**config.mk**
```make
export PLATFORM = sky130hd
export DESIGN_NAME = ffk_applied_cell
export DESIGN_NICKNAME = d
export VERILOG_FILES = /design/src/freshest_per_key_filter_unit_assert.svh /design/src/ffk_pkg.sv /design/src/ffk_applied_cell.sv
export SDC_FILE = /design/constraint.sdc
export NUM_CORES = 1
export LEC_CHECK = 0
export ABC_AREA = 1
export BUFFER_PORTS_ARGS = -buffer_cell sky130_fd_sc_hd__buf_2
export CORE_UTILIZATION = 40
export DETAILED_ROUTE_END_ITERATION = 7
export MAX_ROUTING_LAYER = met4
export PLACE_DENSITY_LB_ADDON = 0.3
export SKIP_LAST_GASP = 1
export SYNTH_ARGS = -nofsm -noshare
export SYNTH_HDL_FRONTEND = slang
export SYNTH_SLANG_ARGS = --single-unit
```
**constraint.sdc**
```tcl
create_clock -name clk -period 5.4 [get_ports clk]
set_clock_uncertainty 0.1 [all_clocks]
set_input_delay 0.54 -clock clk [delete_from_list [all_inputs] [get_ports clk]]
set_output_delay 0.54 -clock clk [all_outputs]
set_load 0.005 [all_outputs]
```
**src/freshest_per_key_filter_unit_assert.svh**
```systemverilog
// Assertion macros for the filter RTL.
`ifndef FRESHEST_PER_KEY_FILTER_UNIT_ASSERT_SVH
`define FRESHEST_PER_KEY_FILTER_UNIT_ASSERT_SVH

// Same-cycle implication, ignored while in reset.
`define FFK_ASSERT_IMPL(label, ante, cons, msg) \
  label: assert property (@(posedge clk) disable iff (!rst_n) (ante) |-> (cons)) \
    else $error(msg);

// Next-cycle implication, ignored while in reset.
`define FFK_ASSERT_NEXT(label, ante, cons, msg) \
  label: assert property (@(posedge clk) disable iff (!rst_n) (ante) |=> (cons)) \
    else $error(msg);

`endif

```
**src/ffk_pkg.sv**
```systemverilog
`timescale 1ns / 1ps
package ffk_pkg;
  localparam int BATCH_SLOTS = 32;
  localparam int KEY_SLOTS   = 64;
  localparam int FIELD_W     = 64;

  typedef struct packed {
    logic [FIELD_W-1:0] key;
    logic [FIELD_W-1:0] gen;
    logic [FIELD_W-1:0] tag;
  } entry_t;

  typedef enum logic [1:0] {
    OP_HOLD,
    OP_INSERT,
    OP_UPDATE,
    OP_SHIFT
  } batch_op_t;

  typedef enum logic [1:0] {
    S_IDLE,
    S_ADD,
    S_DRAIN
  } state_t;

  // Broadcast from the controller to every applied-table cell.
  typedef struct packed {
    logic               record;
    logic               any_match;
    logic [FIELD_W-1:0] key;
    logic [FIELD_W-1:0] gen;
  } applied_ctrl_t;
endpackage

```
**src/ffk_applied_cell.sv**
```systemverilog
`timescale 1ns / 1ps
module ffk_applied_cell (
  input  logic                  clk,
  input  logic                  rst_n,
  input  ffk_pkg::applied_ctrl_t ctrl,
  input  logic                  free_before,
  output logic                  free_seen,
  output logic                  match,
  output logic                  stale
);
  logic [ffk_pkg::FIELD_W-1:0] key_r;
  logic [ffk_pkg::FIELD_W-1:0] gen_r;
  logic                        valid_r;
  logic                        wr;

  assign match     = valid_r && (key_r == ctrl.key);
  assign stale     = match && (ctrl.gen < gen_r);
  assign free_seen = free_before || !valid_r;
  // Take the word on a key hit, else claim the first free cell.
  assign wr = ctrl.record && (match || (!ctrl.any_match && !valid_r && !free_before));

  always_ff @(posedge clk) begin
    if (!rst_n) begin
      valid_r <= 1'b0;
    end else if (wr) begin
      valid_r <= 1'b1;
    end
  end

  always_ff @(posedge clk) begin
    if (wr) begin
      key_r <= ctrl.key;
      gen_r <= ctrl.gen;
    end
  end
endmodule

```
After elaboration in Yosys (flattened, before gate mapping)
Index checks and enable logic that the tools add are counted.
{ "word_totals": {"elab_cells": 15, "ff_bits": 129, "out_inout_bits": 3, "inputBits": 133} }
{ "classes": {"order_cmp": 1, "n_eq_ne": 1, "reduce_logical": 10} }
{ "ops": {"columns": ["operator", "count"], "rows": [
  ["64-bit == test", 1],
  ["64-bit < comparator", 1],
  ["1-bit logical AND", 5],
  ["1-bit zero test", 3],
  ["1-bit logical OR", 2]
]} }

Logic depth before layout (Yosys ltp)
{ "logic_depth": {"word_depth": 5, "ltp_mapped": 13, "ltp_nobuf": 13} }

Least setup slack after synthesis
No wires, ideal clock.
{ "synth_timing": {"path_kind": "in2reg", "startpoint": "input ctrl[80] in the netlist's numbering", "endpoint": "register gen_r[0] in the netlist's numbering, enable pin", "arrival_ns": 4.810, "setup_slack_ns": -0.040, "cell_stages": 10, "required_ns": 4.770, "n_path_buf": 0, "setup_time_ns": 0.530, "path_cell_list": "inv_1 > nand2_1 > nand2_1 > nor2_1 > nand2_1 > nor2_1 > nand2_1 > nor3_2 > nand2_1 > a21boi_2"} }
{ "synth_between": {"elab_chain_cells": 4} }
{ "synth_rtl": {"columns": ["item", "line", "source"], "rows": [
  ["from (decl)", "ffk_applied_cell.sv:5", "input ffk_pkg::applied_ctrl_t ctrl,"],
  ["64-bit == test", "ffk_applied_cell.sv:16", "assign match = valid_r && (key_r == ctrl.key);"],
  ["1-bit logical AND", "ffk_applied_cell.sv:16", null],
  ["1-bit logical OR", "ffk_applied_cell.sv:20", "assign wr = ctrl.record && (match || (!ctrl.any_match && !valid_r && !free_before));"],
  ["1-bit logical AND", "ffk_applied_cell.sv:20", null],
  ["via wr", "ffk_applied_cell.sv:14", "logic wr;"],
  ["to (signal assigned)", "ffk_applied_cell.sv:33", "gen_r <= ctrl.gen;"],
  ["to (decl)", "ffk_applied_cell.sv:12", "logic [ffk_pkg::FIELD_W-1:0] gen_r;"]
]} }
The timed path passes the listed nets, and every way through them passes these cells.
A chain may end at the register's enable or synchronous reset.

Final worst setup path
{ "layout_timing": {"startpoint": "register gen_r[63] in the netlist's numbering", "endpoint": "output stale"} }
{ "layout_between": {"elab_chain_cells": 2} }
{ "layout_rtl": {"columns": ["item", "line", "source"], "rows": [
  ["64-bit < comparator", "ffk_applied_cell.sv:17", "assign stale = match && (ctrl.gen < gen_r);"],
  ["1-bit logical AND", "ffk_applied_cell.sv:17", null],
  ["to (decl)", "ffk_applied_cell.sv:9", "output logic stale"]
]} }
Every way passes these cells.

==> flow_summary.yaml <==
sta:
  hold_ws_ns: 0.218
  fin_crit_sh: 0.505
  maxSlewViolCount: 0
  fin_crit_ns: 2.73
  setup_slack_ns: 2.67
  setup_viol: 0
  fin_setup_tns_ns: 0
  tightest_slew_ns: 0.896
  fmax_mhz: 366
  finalHoldViolations: 0
  relSlewSlack: 0.403
  rsz0062_at_grt: "no"
synthesis:
  yosys-top-cells-area: "edfxtp_1 (57%), ha_1 (12%), nand2_1 (10%), inv_1 (9.1%), nor2_1 (3.3%)"
  synthCells: 701
  ys_seq_elements: 129
  ys_seq_area_frac: 0.570
  syn_nets: 897
  synth_cell_types: 19
  yosysWarnings: 0
  synth_area_sq_mm: 0.00677
  post_synth.cell_area_avg_sq_um: 9.66
  synth_top_area_frac: 0.568
  yosys.area.top_type: "edfxtp_1"
clock_tree:
  clockBufferDepth: 2
  cts_tree: "done"
  cts_buffers: 17
  cts_max_level: 4
  postCtsSetupBuffers: 0
  clock-sinks: 129
  cts.hold.buffers_added: 0
  cts-resized-gates: 0
  cts_root_buffer: "clkbuf_16"
  insertion_delay_ns: 0.41
  cts.clk_slew.worst_paths_ns: 0.06
placement:
  place_hpwl_um: 9580
  routabilityCongestion: 0.766
  place_worst_setup_slack_ns: 2.38
  port_buffers: 135
die:
  rows: 47
  die_x_um: 132
  start_util: 0.408
  die_area_sq_mm: 0.0175
  core_area_sq_mm: 0.0166
  fp.dieH_um: 132
  io_pins: 136
worst_setup_path:
  cpPeakStageDelay_ns: 0.32
  path_max_fanout: 2
  r2r_cells: 10
  ff2ff_setup_slack_ns: 2.69
  crit_required_ns: 4.76
  r2r_start: "key_r[15]"
  startpoint_type: "flop"
  cp_common_cell: "nor2_1"
  critical-path-top-delay-family: "simple AND/OR/NAND/NOR gates"
  path_class: "reg -> out"
  worstPathArrival_ns: 2.09
  end_kind: "primary output"
  crit_buf_inv: 2
  reg2reg_to: "key_r[16]"
  crit_chain: "inv_1 > ha_1 > nand2_1 > nor2_1 > nand4_1 > nor2_1 > nand4_1 > a21oi_1 > nor2_1 > buf_2"
  slowest_stage: "edfxtp_1"
worst_hold_path:
  hold_end: "gen_r[0]"
  holdCritStartpoint: "ctrl[0]"
  hold_depth: 1
  hp-class: "in -> reg"
detailed_routing:
  avgRoutedWirePerCell_um: 11.9
  drcViolationCount: 0
  drt_wl_total_um: 12900
  drt_pre_antenna_iters: 4
  antenna_left: 0
  viasPerCell: 4.38
  drt_iter0_drc: 200
  routed-via-count: 4770
grt:
  grt_overflow_total: 0
  track_usage: 0.165
  grt_max_degree: 69
  grt_first_pass_wirelength_um: 21600
  grt_pass1_vias: 4730
  antenna_found_initial: 0
finish:
  antenna_cells: 0
  final_common_cell: "nand2_1"
  final_layout_size_suffix_gt1_frac: 0.197
  fin_nets: 1053
  area_growth_pct: 21.9
  final_cell_mix: "nand2_1 (189), inv_1 (164), buf_2 (135)"
run:
  cap_violations: 0
power:
  vdd_drop_max_v: 0.000248
  leakagePower_nw: 4.08
  power_per_cell_area_mw_per_mm2: 288
status:
  status: "complete, no violations"
## sequential cells by signal, indices dropped and copies added (netlist names)
| signal | cells |
|---|---|
| gen_r | 64 |
| key_r | 64 |
| valid_r | 1 |
## cell usage after synthesis
cell      count
dfxtp_1       1
xnor2_1       7
nor3_1        4
ha_1         63
a21oi_1      33
nor3b_1       2
xor2_1        5
o211ai_1      1
nand3_1       6
or2_2        10
inv_1       164
nand4_1       7
a21boi_2      1
o21a_1        2
nor3_2        1
edfxtp_1    128
nand2_1     189
nor2_1       60
o21ai_0      17
## where the power goes
group | switching (W) | total [W] | internal (W) | leakage [nW]
combinational | 0.000117 | 0.000208 | 0.0000912 | 2.65
clock | 0.000399 | 0.00102 | 0.000620 | 0.242
sequential | 0.00000904 | 0.00115 | 0.00114 | 1.18
## routing by layer
metal  vias up  global-route usage  part of all wire
met2       111               0.265              0.46
li1       2545                   -                 -
met5         -                   -                 0
met4         0              0.0530             0.013
met3        13              0.0515             0.048
met1      2101               0.197              0.48
## layout make-up
class                           count  area [sq um]
Clock buffer                       22           444
Clock inverter                      8          66.3
Fill cell                        1597          8330
Inverter                          164           616
Multi-Input combinational cell    408          2300
Sequential cell                   129          3860
Tap cell                          220           275
Timing Repair Buffer              137           691
## worst max path at each step
stage	startpoint	endpoint	slack, ns	depth (start not counted)
after floorplan	ctrl[80]	gen_r[0]	1.42	10
after global placement	ctrl[74]	gen_r[24]	2.39	13
after detailed placement	ctrl[74]	gen_r[15]	2.38	13
after CTS	gen_r[63]	stale	2.57	10
after global routing	key_r[15]	key_r[55]	2.46	10
final	gen_r[63]	stale	2.67	10
## stage by stage
| step | std cells | total power [W] | area [sq um] | utilization |
|---|---|---|---|---|
| after floorplan | 701 | 0.00128 | 6780 | - |
| after global placement | 1058 | 0.00137 | 7750 | 0.467 |
| after detailed placement | 1058 | 0.00138 | 7750 | 0.467 |
| after CTS | 1088 | 0.00241 | 8260 | 0.498 |
| after global routing | 1088 | 0.00248 | 8260 | 0.498 |
| final | 1088 | 0.00237 | 8260 | 0.498 |
## cell families after synthesis
logic type	after synthesis	share of synthesized area
adders and majority gates	63	0.116
buffers and inverters	164	0.0909
DFF	129	0.570
and+or+nand+nor	279	0.165
AOI/OAI and AO/OA	54	0.0419
xor gates and xnor gates	12	0.0155
Power figures use the tool's default switching activity.
