### src/freshest_per_key_filter_unit_assert.svh
// Assertion macros for the filter RTL.
`ifndef FRESHEST_PER_KEY_FILTER_UNIT_ASSERT_SVH
`define FRESHEST_PER_KEY_FILTER_UNIT_ASSERT_SVH

// Same-cycle implication, ignored while in reset.
`define FFK_ASSERT_IMPL(label, ante, cons, msg) \
  label: assert property (@(posedge clk) disable iff (!rst_n) (ante) |-> (cons)) \
    else $error(msg);

// Next-cycle implication, ignored while in reset.
`define FFK_ASSERT_NEXT(label, ante, cons, msg) \
  label: assert property (@(posedge clk) disable iff (!rst_n) (ante) |=> (cons)) \
    else $error(msg);

`endif

### src/ffk_pkg.sv
`timescale 1ns / 1ps
package ffk_pkg;
  localparam int BATCH_SLOTS = 32;
  localparam int KEY_SLOTS   = 64;
  localparam int FIELD_W     = 64;

  typedef struct packed {
    logic [FIELD_W-1:0] key;
    logic [FIELD_W-1:0] gen;
    logic [FIELD_W-1:0] tag;
  } entry_t;

  typedef enum logic [1:0] {
    OP_HOLD,
    OP_INSERT,
    OP_UPDATE,
    OP_SHIFT
  } batch_op_t;

  typedef enum logic [1:0] {
    S_IDLE,
    S_ADD,
    S_DRAIN
  } state_t;

  // Broadcast from the controller to every applied-table cell.
  typedef struct packed {
    logic               record;
    logic               any_match;
    logic [FIELD_W-1:0] key;
    logic [FIELD_W-1:0] gen;
  } applied_ctrl_t;
endpackage

### src/ffk_batch_cell.sv
`timescale 1ns / 1ps
module ffk_batch_cell (
  input  logic              clk,
  input  logic              rst_n,
  input  ffk_pkg::batch_op_t op,
  input  ffk_pkg::entry_t   new_e,
  input  ffk_pkg::entry_t   left_e,
  input  logic              left_valid,
  input  logic              left_after,
  input  ffk_pkg::entry_t   right_e,
  input  logic              right_valid,
  output ffk_pkg::entry_t   cur_e,
  output logic              valid,
  output logic              after,
  output logic              match
);
  ffk_pkg::entry_t ent_r;
  logic            valid_r;

  assign cur_e = ent_r;
  assign valid = valid_r;
  // Empty cells sit after every key, so the row stays sorted.
  assign after = !valid_r || (ent_r.key > new_e.key);
  assign match = valid_r && (ent_r.key == new_e.key);

  always_ff @(posedge clk) begin
    if (!rst_n) begin
      valid_r <= 1'b0;
    end else begin
      case (op)
        ffk_pkg::OP_INSERT: begin
          if (after && !left_after) valid_r <= 1'b1;
          else if (after) valid_r <= left_valid;
        end
        ffk_pkg::OP_SHIFT: valid_r <= right_valid;
        default: ;
      endcase
    end
  end

  always_ff @(posedge clk) begin
    case (op)
      ffk_pkg::OP_INSERT: begin
        if (after && !left_after) ent_r <= new_e;
        else if (after) ent_r <= left_e;
      end
      ffk_pkg::OP_UPDATE: begin
        if (match && (new_e.gen > ent_r.gen)) begin
          ent_r.gen <= new_e.gen;
          ent_r.tag <= new_e.tag;
        end
      end
      ffk_pkg::OP_SHIFT: ent_r <= right_e;
      default: ;
    endcase
  end
endmodule

### config.mk
export PLATFORM = sky130hd
export DESIGN_NAME = ffk_batch_cell
export DESIGN_NICKNAME = d
export VERILOG_FILES = /design/src/freshest_per_key_filter_unit_assert.svh /design/src/ffk_pkg.sv /design/src/ffk_batch_cell.sv
export SDC_FILE = /design/constraint.sdc
export NUM_CORES = 1
export LEC_CHECK = 0
export BUFFER_PORTS_ARGS = -buffer_cell sky130_fd_sc_hd__buf_4
export CAP_MARGIN = 40
export CORE_AREA = 2 2 300 302
export CTS_BUF_LIST = sky130_fd_sc_hd__clkbuf_8
export CTS_CLUSTER_SIZE = 28
export DETAILED_ROUTE_END_ITERATION = 10
export DIE_AREA = 0 0 302 304
export HOLD_SLACK_MARGIN = 0.05
export PLACE_DENSITY_LB_ADDON = 0.15
export SLEW_MARGIN = 20
export SYNTH_ARGS = -nofsm -noshare
export SYNTH_HDL_FRONTEND = slang
export SYNTH_SLANG_ARGS = --single-unit
### constraint.sdc
create_clock -name clk -period 9.7 [get_ports clk]
set_input_delay 0.97 -clock clk [delete_from_list [all_inputs] [get_ports clk]]
set_output_delay 0.97 -clock clk [all_outputs]
set_load 0.01 [all_outputs]
======== Yosys cells after proc, flatten, opt, wreduce, memory -nomap -nowiden ========
Index checks and enable logic that the tools add are counted.
cells by class
  magnitude comparators ................... 2
  eq/ne operators ......................... 6
  multiplexer cells ....................... 8
  reductions and logical operators ........ 10
operator list
  kind                  number
  $mux W192             2
  $pmux W128 S3         1
  $gt A64 B64 Y1        2
  $mux W128             1
  $pmux W64 S2          1
  $eq A64 B64 Y1        1
  $eq A2 B2 Y1 const B  2
  $logic_and A1 B1 Y1   3
  $ne A3 B3 Y1 const B  1
  $reduce_and A3 Y1     1
  $reduce_bool A3 Y1    1
  $eq A2 B1 Y1 const B  1
  $logic_not A1 Y1      2
  $mux W1               2
  $ne A2 B2 Y1 const B  1
  $pmux W1 S2           1
  $reduce_and A2 Y1     1
  $reduce_bool A2 Y1    1
  $logic_or A1 B1 Y1    1
storage, ports and cells
  register bits after elaboration ......... 193
  output and inout port bits .............. 195
  logic and storage cells ................. 30

======== Longest topological paths before layout ========
Gate-level depths: netlist of the first run.
  depth after elaboration ................. 5
  depth in mapped cells ................... 12

======== Worst setup path before layout of the first run ========
Ideal clock, no wire load.
  path type ............................... in2reg
  from .................................... input port new_e[188] in the netlist's numbering
  to ...................................... register ent_r, in the netlist cur_e[0], enable pin
  setup time .............................. 0.508 ns
  arrival ................................. 7.269 ns
  required time ........................... 9.192 ns
  setup slack ............................. 1.923 ns
  stages on the path ...................... 10
  cells stage by stage .................... inv_1 -> ha_1 -> nand4_1 -> nor4_2 -> nand2_1 -> o221ai_1 -> a211oi_1 -> a21oi_1 -> o21a_1 -> nand2b_1
between the ends
  longest elaborated chain between the ends .. 5
ends and longest elaborated chain
  item                                    line                  source
  start, declared                         ffk_batch_cell.sv:6   input ffk_pkg::entry_t new_e,
  $gt A64 B64 Y1 (*)                      ffk_batch_cell.sv:23  assign after = !valid_r || (ent_r.key > new_e.key);
  $logic_or A1 B1 Y1 (*)                  ffk_batch_cell.sv:23
  via after                               ffk_batch_cell.sv:14  output logic after,
  $logic_and A1 B1 Y1                     ffk_batch_cell.sv:44  if (after && !left_after) ent_r <= new_e;
  $ne A3 B3 Y1 (no source line) (*)       n/a
  $reduce_and A3 Y1 (no source line) (*)  n/a
  end signal, assigned                    ffk_batch_cell.sv:44
  end signal, assigned                    ffk_batch_cell.sv:45  else if (after) ent_r <= left_e;
  end signal, assigned                    ffk_batch_cell.sv:53  ffk_pkg::OP_SHIFT: ent_r <= right_e;
  end, declared                           ffk_batch_cell.sv:17  ffk_pkg::entry_t ent_r;
The timed path passes the listed nets; every way through them passes the cells marked *.
A chain may end at the register's enable or synchronous reset.

======== Worst setup path in the final report of the first run ========
  from .................................... input port new_e[182] in the netlist's numbering
  to ...................................... register ent_r, in the netlist cur_e[25] (data pin)
between the ends
  longest elaborated chain between the ends .. 5
ends and longest elaborated chain
  item                 line                  source
  $gt A64 B64 Y1       ffk_batch_cell.sv:23
  $logic_or A1 B1 Y1   ffk_batch_cell.sv:23
  $logic_and A1 B1 Y1  ffk_batch_cell.sv:44
  $mux W192            ffk_batch_cell.sv:44
  $pmux W128 S3        ffk_batch_cell.sv:42  case (op)
Every way passes these cells.

==> flow_summary.yaml, run 1 <==
die:
  rows: 110
  start_util: 0.1596
  die_w_um: 302
  die_y_um: 304
  io_pins: 778
  dieArea_mm2: 0.09181
  core_region_area_mm2: 0.08905
clock_network:
  h-tree-depth: 4
  clock_sinks: 193
  cts_resized: 0
  clkTransAtPathRegs_ns: 0.11
  clk_latency_ns: 0.58
  cts_buffers: 17
  cts_tree: "yes"
  root_buffer: "clkbuf_8"
  cts_hold_buffers: 0
  post_cts_buffers: 0
  clk_path_buf_depth: 2
sta:
  timing.fmax_mhz: 210.9
  finalHoldViolCount: 0
  rsz0062_at_grt: "no"
  setup_violations: 0
  tns_ns: 0
  finalCritPeriodShare: 0.4889
  worst_pin_slew_ns: 0.8534
  slew_headroom: 0.4311
  maxSlewViolCount: 0
  min_period_ns: 4.742
  fin_worst_skew_ns: 0.02537
yosys:
  syn_nets: 2238
  post_synth_instance_area_mm2: 0.01421
  yosysWarnings: 0
  yosys_register_bits: 193
  synthArstFlopShare: 0
  syn_inst: 1527
  yosys.area.top_type: "edfxtp_1"
  syn_area_per_cell_um2: 9.307
  synth_ff_type: "edfxtp_1"
  synthTopCellsByArea: "edfxtp_1, ha_1, mux2i_1"
  synth_most_common_cell: "nand2_1"
  synthTopCellsByCount: "nand2_1, edfxtp_1, a21oi_1, inv_1, ha_1"
  synth_top_area_share: 0.4057
  ys_types: 49
  seq_area_frac_synth: 0.4071
  synth_edf_count: 192
placement:
  io_buffers: 777
  dpl.hpwl_mm: 59.37
  place_area_mm2: 0.02118
  gp_congestion: 0.8776
route:
  num_vias: 14590
  drtPass1Iterations: 5
  post_drt_wl_per_cell_um: 21.64
  drtIter0Drc: 901
  antenna_left: 0
  drt_wl_total_mm: 74.21
  drc: 0
  vias_per_cell: 4.255
critical_path:
  cp.depth: 12
  cp_slowest_cell: "buf_4"
  path_max_fanout: 63
  cp-end-kind: "flop"
  critPathRequiredTime_ns: 10.05
  cp_top_family: "compound AO/OA/AOI/OAI gates"
  r2r_cells: 10
  slowest_delay_ns: 0.72
  crit_type: "input port to flop"
  start_kind: "input port"
  crit_arrival_ns: 5.09
  path_cells: "buf_4 -> inv_1 -> ha_1 -> nand4_1 -> inv_1 -> a221oi_1 -> o221ai_1 -> a211oi_1 -> a21bo_4 -> buf_4 -> nand2_1 -> a22oi_1"
  cp_num_buf_inv: 4
cells_and_area:
  area_delta_synth_final_pct: 52.14
  final_nets: 2948
  final_design_area_no_fill_mm2: 0.02162
  final_layout_size_suffix_gt1_frac: 0.3733
pwr:
  leakage_nw: 10.25
  p_switching_uw: 870.7
  ir_worst_vdd_mv: 0.08682
  intPower_mw: 1.645
  seq_power_share: 0.423
  switching_share: 0.3461
  clkPwrFrac: 0.234
  combPwrFrac: 0.343
  p_per_area_mw_per_mm2: 116.4
run:
  drv_cap: 0
grt:
  grt_pass1_wl_mm: 104.9
  grt_usage: 0.1563
  overflow: 0
  grt_max_degree: 168
  grt_pass1_vias: 15230
  antenna_found_initial: 5
min_path:
  hold_class: "input port to flop"
  min_path_cells: 2
outcome:
  status: "completed"
## path summary, 6_finish.rpt
kind | start | end | slack (ns)
worst max-delay path | new_e[182] | cur_e[25] | 4.96
worst min-delay path | left_after | valid | 0.64
worst max register to register | cur_e[182] | cur_e[25] | 5.05
worst min register to register | valid | valid | 1.03
## area by class of cell
cell class / instances / area (um^2)
clock inverter: 15 / 147.6
inverter: 133 / 499.2
clock buffer: 17 / 234.0
fill: 9748 / 67430
sequential: 193 / 5786
multi-input combinational: 1101 / 7406
timing repair buffer: 791 / 6070
antenna: 3 / 7.507
tap: 1176 / 1471
## cell families (layout without fill, tap and decap cells)
family | after synthesis | after routing | share of synthesized area
other | 0 | 3 | 0
flip-flops | 193 | 193 | 0.4071
buffers and inverters | 233 | 956 | 0.07431
multiplexers | 127 | 127 | 0.08945
adder cells (fa/ha/maj) | 128 | 128 | 0.1127
AND/OR/NAND/NOR | 416 | 416 | 0.1212
AO/OA/AOI/OAI | 430 | 430 | 0.1952
## power groups by stage
| stage | clock network, mW | logic [mW] | registers [mW] |
|---|---|---|---|
| final | 0.589 | 0.864 | 1.06 |
| after global routing | 0.651 | 0.957 | 1.07 |
| after CTS | 0.630 | 0.884 | 1.07 |
| after detailed placement | 0 | 0.881 | 1.08 |
| after global placement | 0 | 0.876 | 1.08 |
| after floorplan | 0 | 0.366 | 1.11 |
## registers in the layout (all words and copies together) (netlist names)
name / cells
cur_e: 192
valid: 1
## stage by stage
step                      hold slack, ns  instances  worst slack (ns)  utilization  power, mW
after floorplan                   0.6173       1527             1.923            -      1.477
after global placement             1.054       3390             3.873       0.2372      1.960
after detailed placement           1.056       3392             4.180       0.2378      1.965
after CTS                         0.5446       3424             4.796       0.2421      2.580
after global routing              0.5609       3427             4.686       0.2427      2.681
final                             0.6426       3429             4.958       0.2428      2.516
## routing by layer
| metal | share of wire | GRT usage | wire length, um |
|---|---|---|---|
| met3 | 0.082 | 0.05619 | 6118 |
| met5 | 0.00054 | 0 | 40 |
| met4 | 0.015 | 0.03362 | 1133 |
| met1 | 0.38 | 0.1677 | 28300 |
| met2 | 0.52 | 0.2900 | 38620 |
## layout by cell type, fill, tap and decap left out, drive strengths merged, types with 2 or more instances in the layout
cell	count
a2111oi	2
a211oi	6
a21boi	2
a21o	25
a21oi	167
a221oi	4
a22oi	126
a31oi	67
and3	5
buf	790
clkbuf	18
clkinv	4
clkinvlp	3
diode	3
edfxtp	192
ha	128
inv	140
mux2i	127
nand2	273
nand2b	3
nand3	15
nand4	27
nor2	74
nor2b	4
nor3	5
nor4	5
o211ai	2
o21a	3
o21ai	13
o221ai	3
o32ai	2
or2	2
Power figures use the tool's default switching activity.
==> inputs of run 2 (changes only) <==
--- a/config.mk
+++ b/config.mk
@@ -7,11 +7,11 @@
 export LEC_CHECK = 0
 export BUFFER_PORTS_ARGS = -buffer_cell sky130_fd_sc_hd__buf_4
 export CAP_MARGIN = 40
-export CORE_AREA = 2 2 300 302
+export CORE_AREA = 2 2 299 301
 export CTS_BUF_LIST = sky130_fd_sc_hd__clkbuf_8
 export CTS_CLUSTER_SIZE = 28
 export DETAILED_ROUTE_END_ITERATION = 10
-export DIE_AREA = 0 0 302 304
+export DIE_AREA = 0 0 301 303
 export HOLD_SLACK_MARGIN = 0.05
 export PLACE_DENSITY_LB_ADDON = 0.15
 export SLEW_MARGIN = 20
==> constraint.sdc (replaced) <==
create_clock -name clk -period 4 [get_ports clk]
set_input_delay 0.4 -clock clk [delete_from_list [all_inputs] [get_ports clk]]
set_output_delay 0.4 -clock clk [all_outputs]
set_load 0.01 [all_outputs]
==> flow_summary.yaml, run 2 (same netlist as run 1, synthesis figures left out) <==
clock_network:
  clk_path_buf_depth: 2
  cts_buffers: 17
  clkTransAtPathRegs_ns: 0.14
  post_cts_buffers: 0
  clk_latency_ns: 0.60
  h-tree-depth: 4
  clock_sinks: 193
  root_buffer: "clkbuf_8"
  cts_resized: 0
  cts_hold_buffers: 1
  cts_tree: "yes"
pwr:
  intPower_mw: 4.013
  switching_share: 0.3479
  p_switching_mw: 2.141
  totalPowerFinal_mw: 6.154
  combPwrFrac: 0.347
  seq_power_share: 0.419
  ir_worst_vdd_mv: 0.2373
  clkPwrFrac: 0.233
  p_per_area_mw_per_mm2: 282.2
  leakage_nw: 10.39
critical_path:
  slowest_delay_ns: 0.45
  cp_num_buf_inv: 2
  crit_arrival_ns: 3.84
  cp_common_cell: "a31oi_1"
  cp-end-kind: "flop"
  critPathRequiredTime_ns: 4.27
  path_cells: "inv_1 -> ha_1 -> a2111oi_0 -> nand2_1 -> a31oi_1 -> o221ai_1 -> a31oi_1 -> nand4_1 -> o21ai_0 -> nand2b_4 -> buf_12"
  cp_slowest_cell: "edfxtp_1"
  crit_type: "flop to flop"
  path_max_fanout: 70
  cp_top_family: "compound AO/OA/AOI/OAI gates"
  start_kind: "flop"
route:
  drtIter0Drc: 744
  drt_wl_total_mm: 74.80
  num_vias: 14680
  antenna_left: 0
  vias_per_cell: 4.262
  drtPass1Iterations: 5
  drc: 0
  post_drt_wl_per_cell_um: 21.71
grt:
  grt_max_degree: 158
  antenna_found_initial: 6
  overflow: 0
  grt_pass1_wl_mm: 103.1
  grt_pass1_vias: 15320
  grt_usage: 0.1561
sta:
  finalCritPeriodShare: 0.8938
  rsz0062_at_grt: "no"
  min_period_ns: 3.575
  tns_ns: 0
  slew_headroom: 0.4596
  finalHoldViolCount: 0
  maxSlewViolCount: 0
  worst_pin_slew_ns: 0.8106
  timing.fmax_mhz: 279.7
  setup_ws_ns: 0.4248
  fin_worst_skew_ns: 0.03395
  setup_violations: 0
min_path:
  hold_class: "input port to flop"
cells_and_area:
  fillers: 9692
  final_layout_size_suffix_gt1_frac: 0.3805
  final_cell_mix: "buf_4, nand2_1, edfxtp_1"
  largest_reg_flops: 192
  final_nets: 2974
  layout_commonest_cell: "buf_4"
  area_delta_synth_final_pct: 53.46
outcome:
  status: "completed"
placement:
  dp_worst_setup_slack_ns: 0.2921
  gp_congestion: 0.8629
  io_buffers: 777
  dpl.hpwl_mm: 60.87
die:
  rows: 109
  die_y_um: 303
  dieArea_mm2: 0.09120
  core_region_area_mm2: 0.08797
  io_pins: 778
  start_util: 0.1616
  die_w_um: 301
run:
  drv_cap: 0
[run 2: final cells by class]
class,count,area [um^2],share of cell area
Multi-Input combinational cell,1101,7418,0.3402
Clock inverter,15,146.4,0.006713
Sequential cell,193,5786,0.2653
Clock buffer,17,234.0,0.01073
Antenna cell,4,10.01,0.0004590
Inverter,133,499.2,0.02289
Timing Repair Buffer,817,6257,0.2869
Tap cell,1165,1458,0.06684
[run 2: worst min-delay path, stage by stage]
cell and delay [ns]:
buf_4 0.08, nand2_1 0.04, a22oi_2 0.10
[run 2: metal layers]
layer	global-route usage	vias up	share of wire
li1	-	7077	-
met1	0.1691	6970	0.38
met2	0.2866	562	0.52
met3	0.04948	71	0.078
met4	0.05046	2	0.026
met5	0	-	0.00015
[run 2: final timing paths]
kind | end | depth (start not counted) | start | slack, ns
worst max-delay path | cur_e[29] | 11 | cur_e[119] | 0.42
worst min-delay path | cur_e[112] | 3 | left_e[112] | 0.14
worst max register to register | cur_e[29] | 11 | cur_e[119] | 0.42
worst min register to register | valid | 2 | valid | 0.96
[run 2: power groups by stage]
| stage | logic, mW | clock network (mW) | registers (mW) |
|---|---|---|---|
| finish | 2.14 | 1.44 | 2.58 |
| global route | 2.36 | 1.58 | 2.60 |
| detailed placement | 2.18 | 0 | 2.63 |
| global placement | 2.18 | 0 | 2.62 |
| CTS | 2.19 | 1.55 | 2.58 |
| floorplan | 0.890 | 0 | 2.68 |
[run 2: per-stage QoR]
step                cell area, um^2  utilization  cells  hold WS, ns
floorplan                     14240            -   1527       0.5221
global placement              21380       0.2431   3407       0.6395
detailed placement            21380       0.2431   3407       0.6384
CTS                           21770       0.2475   3440      0.05693
global route                  21810       0.2479   3444      0.09453
finish                        21810       0.2479   3445       0.1364
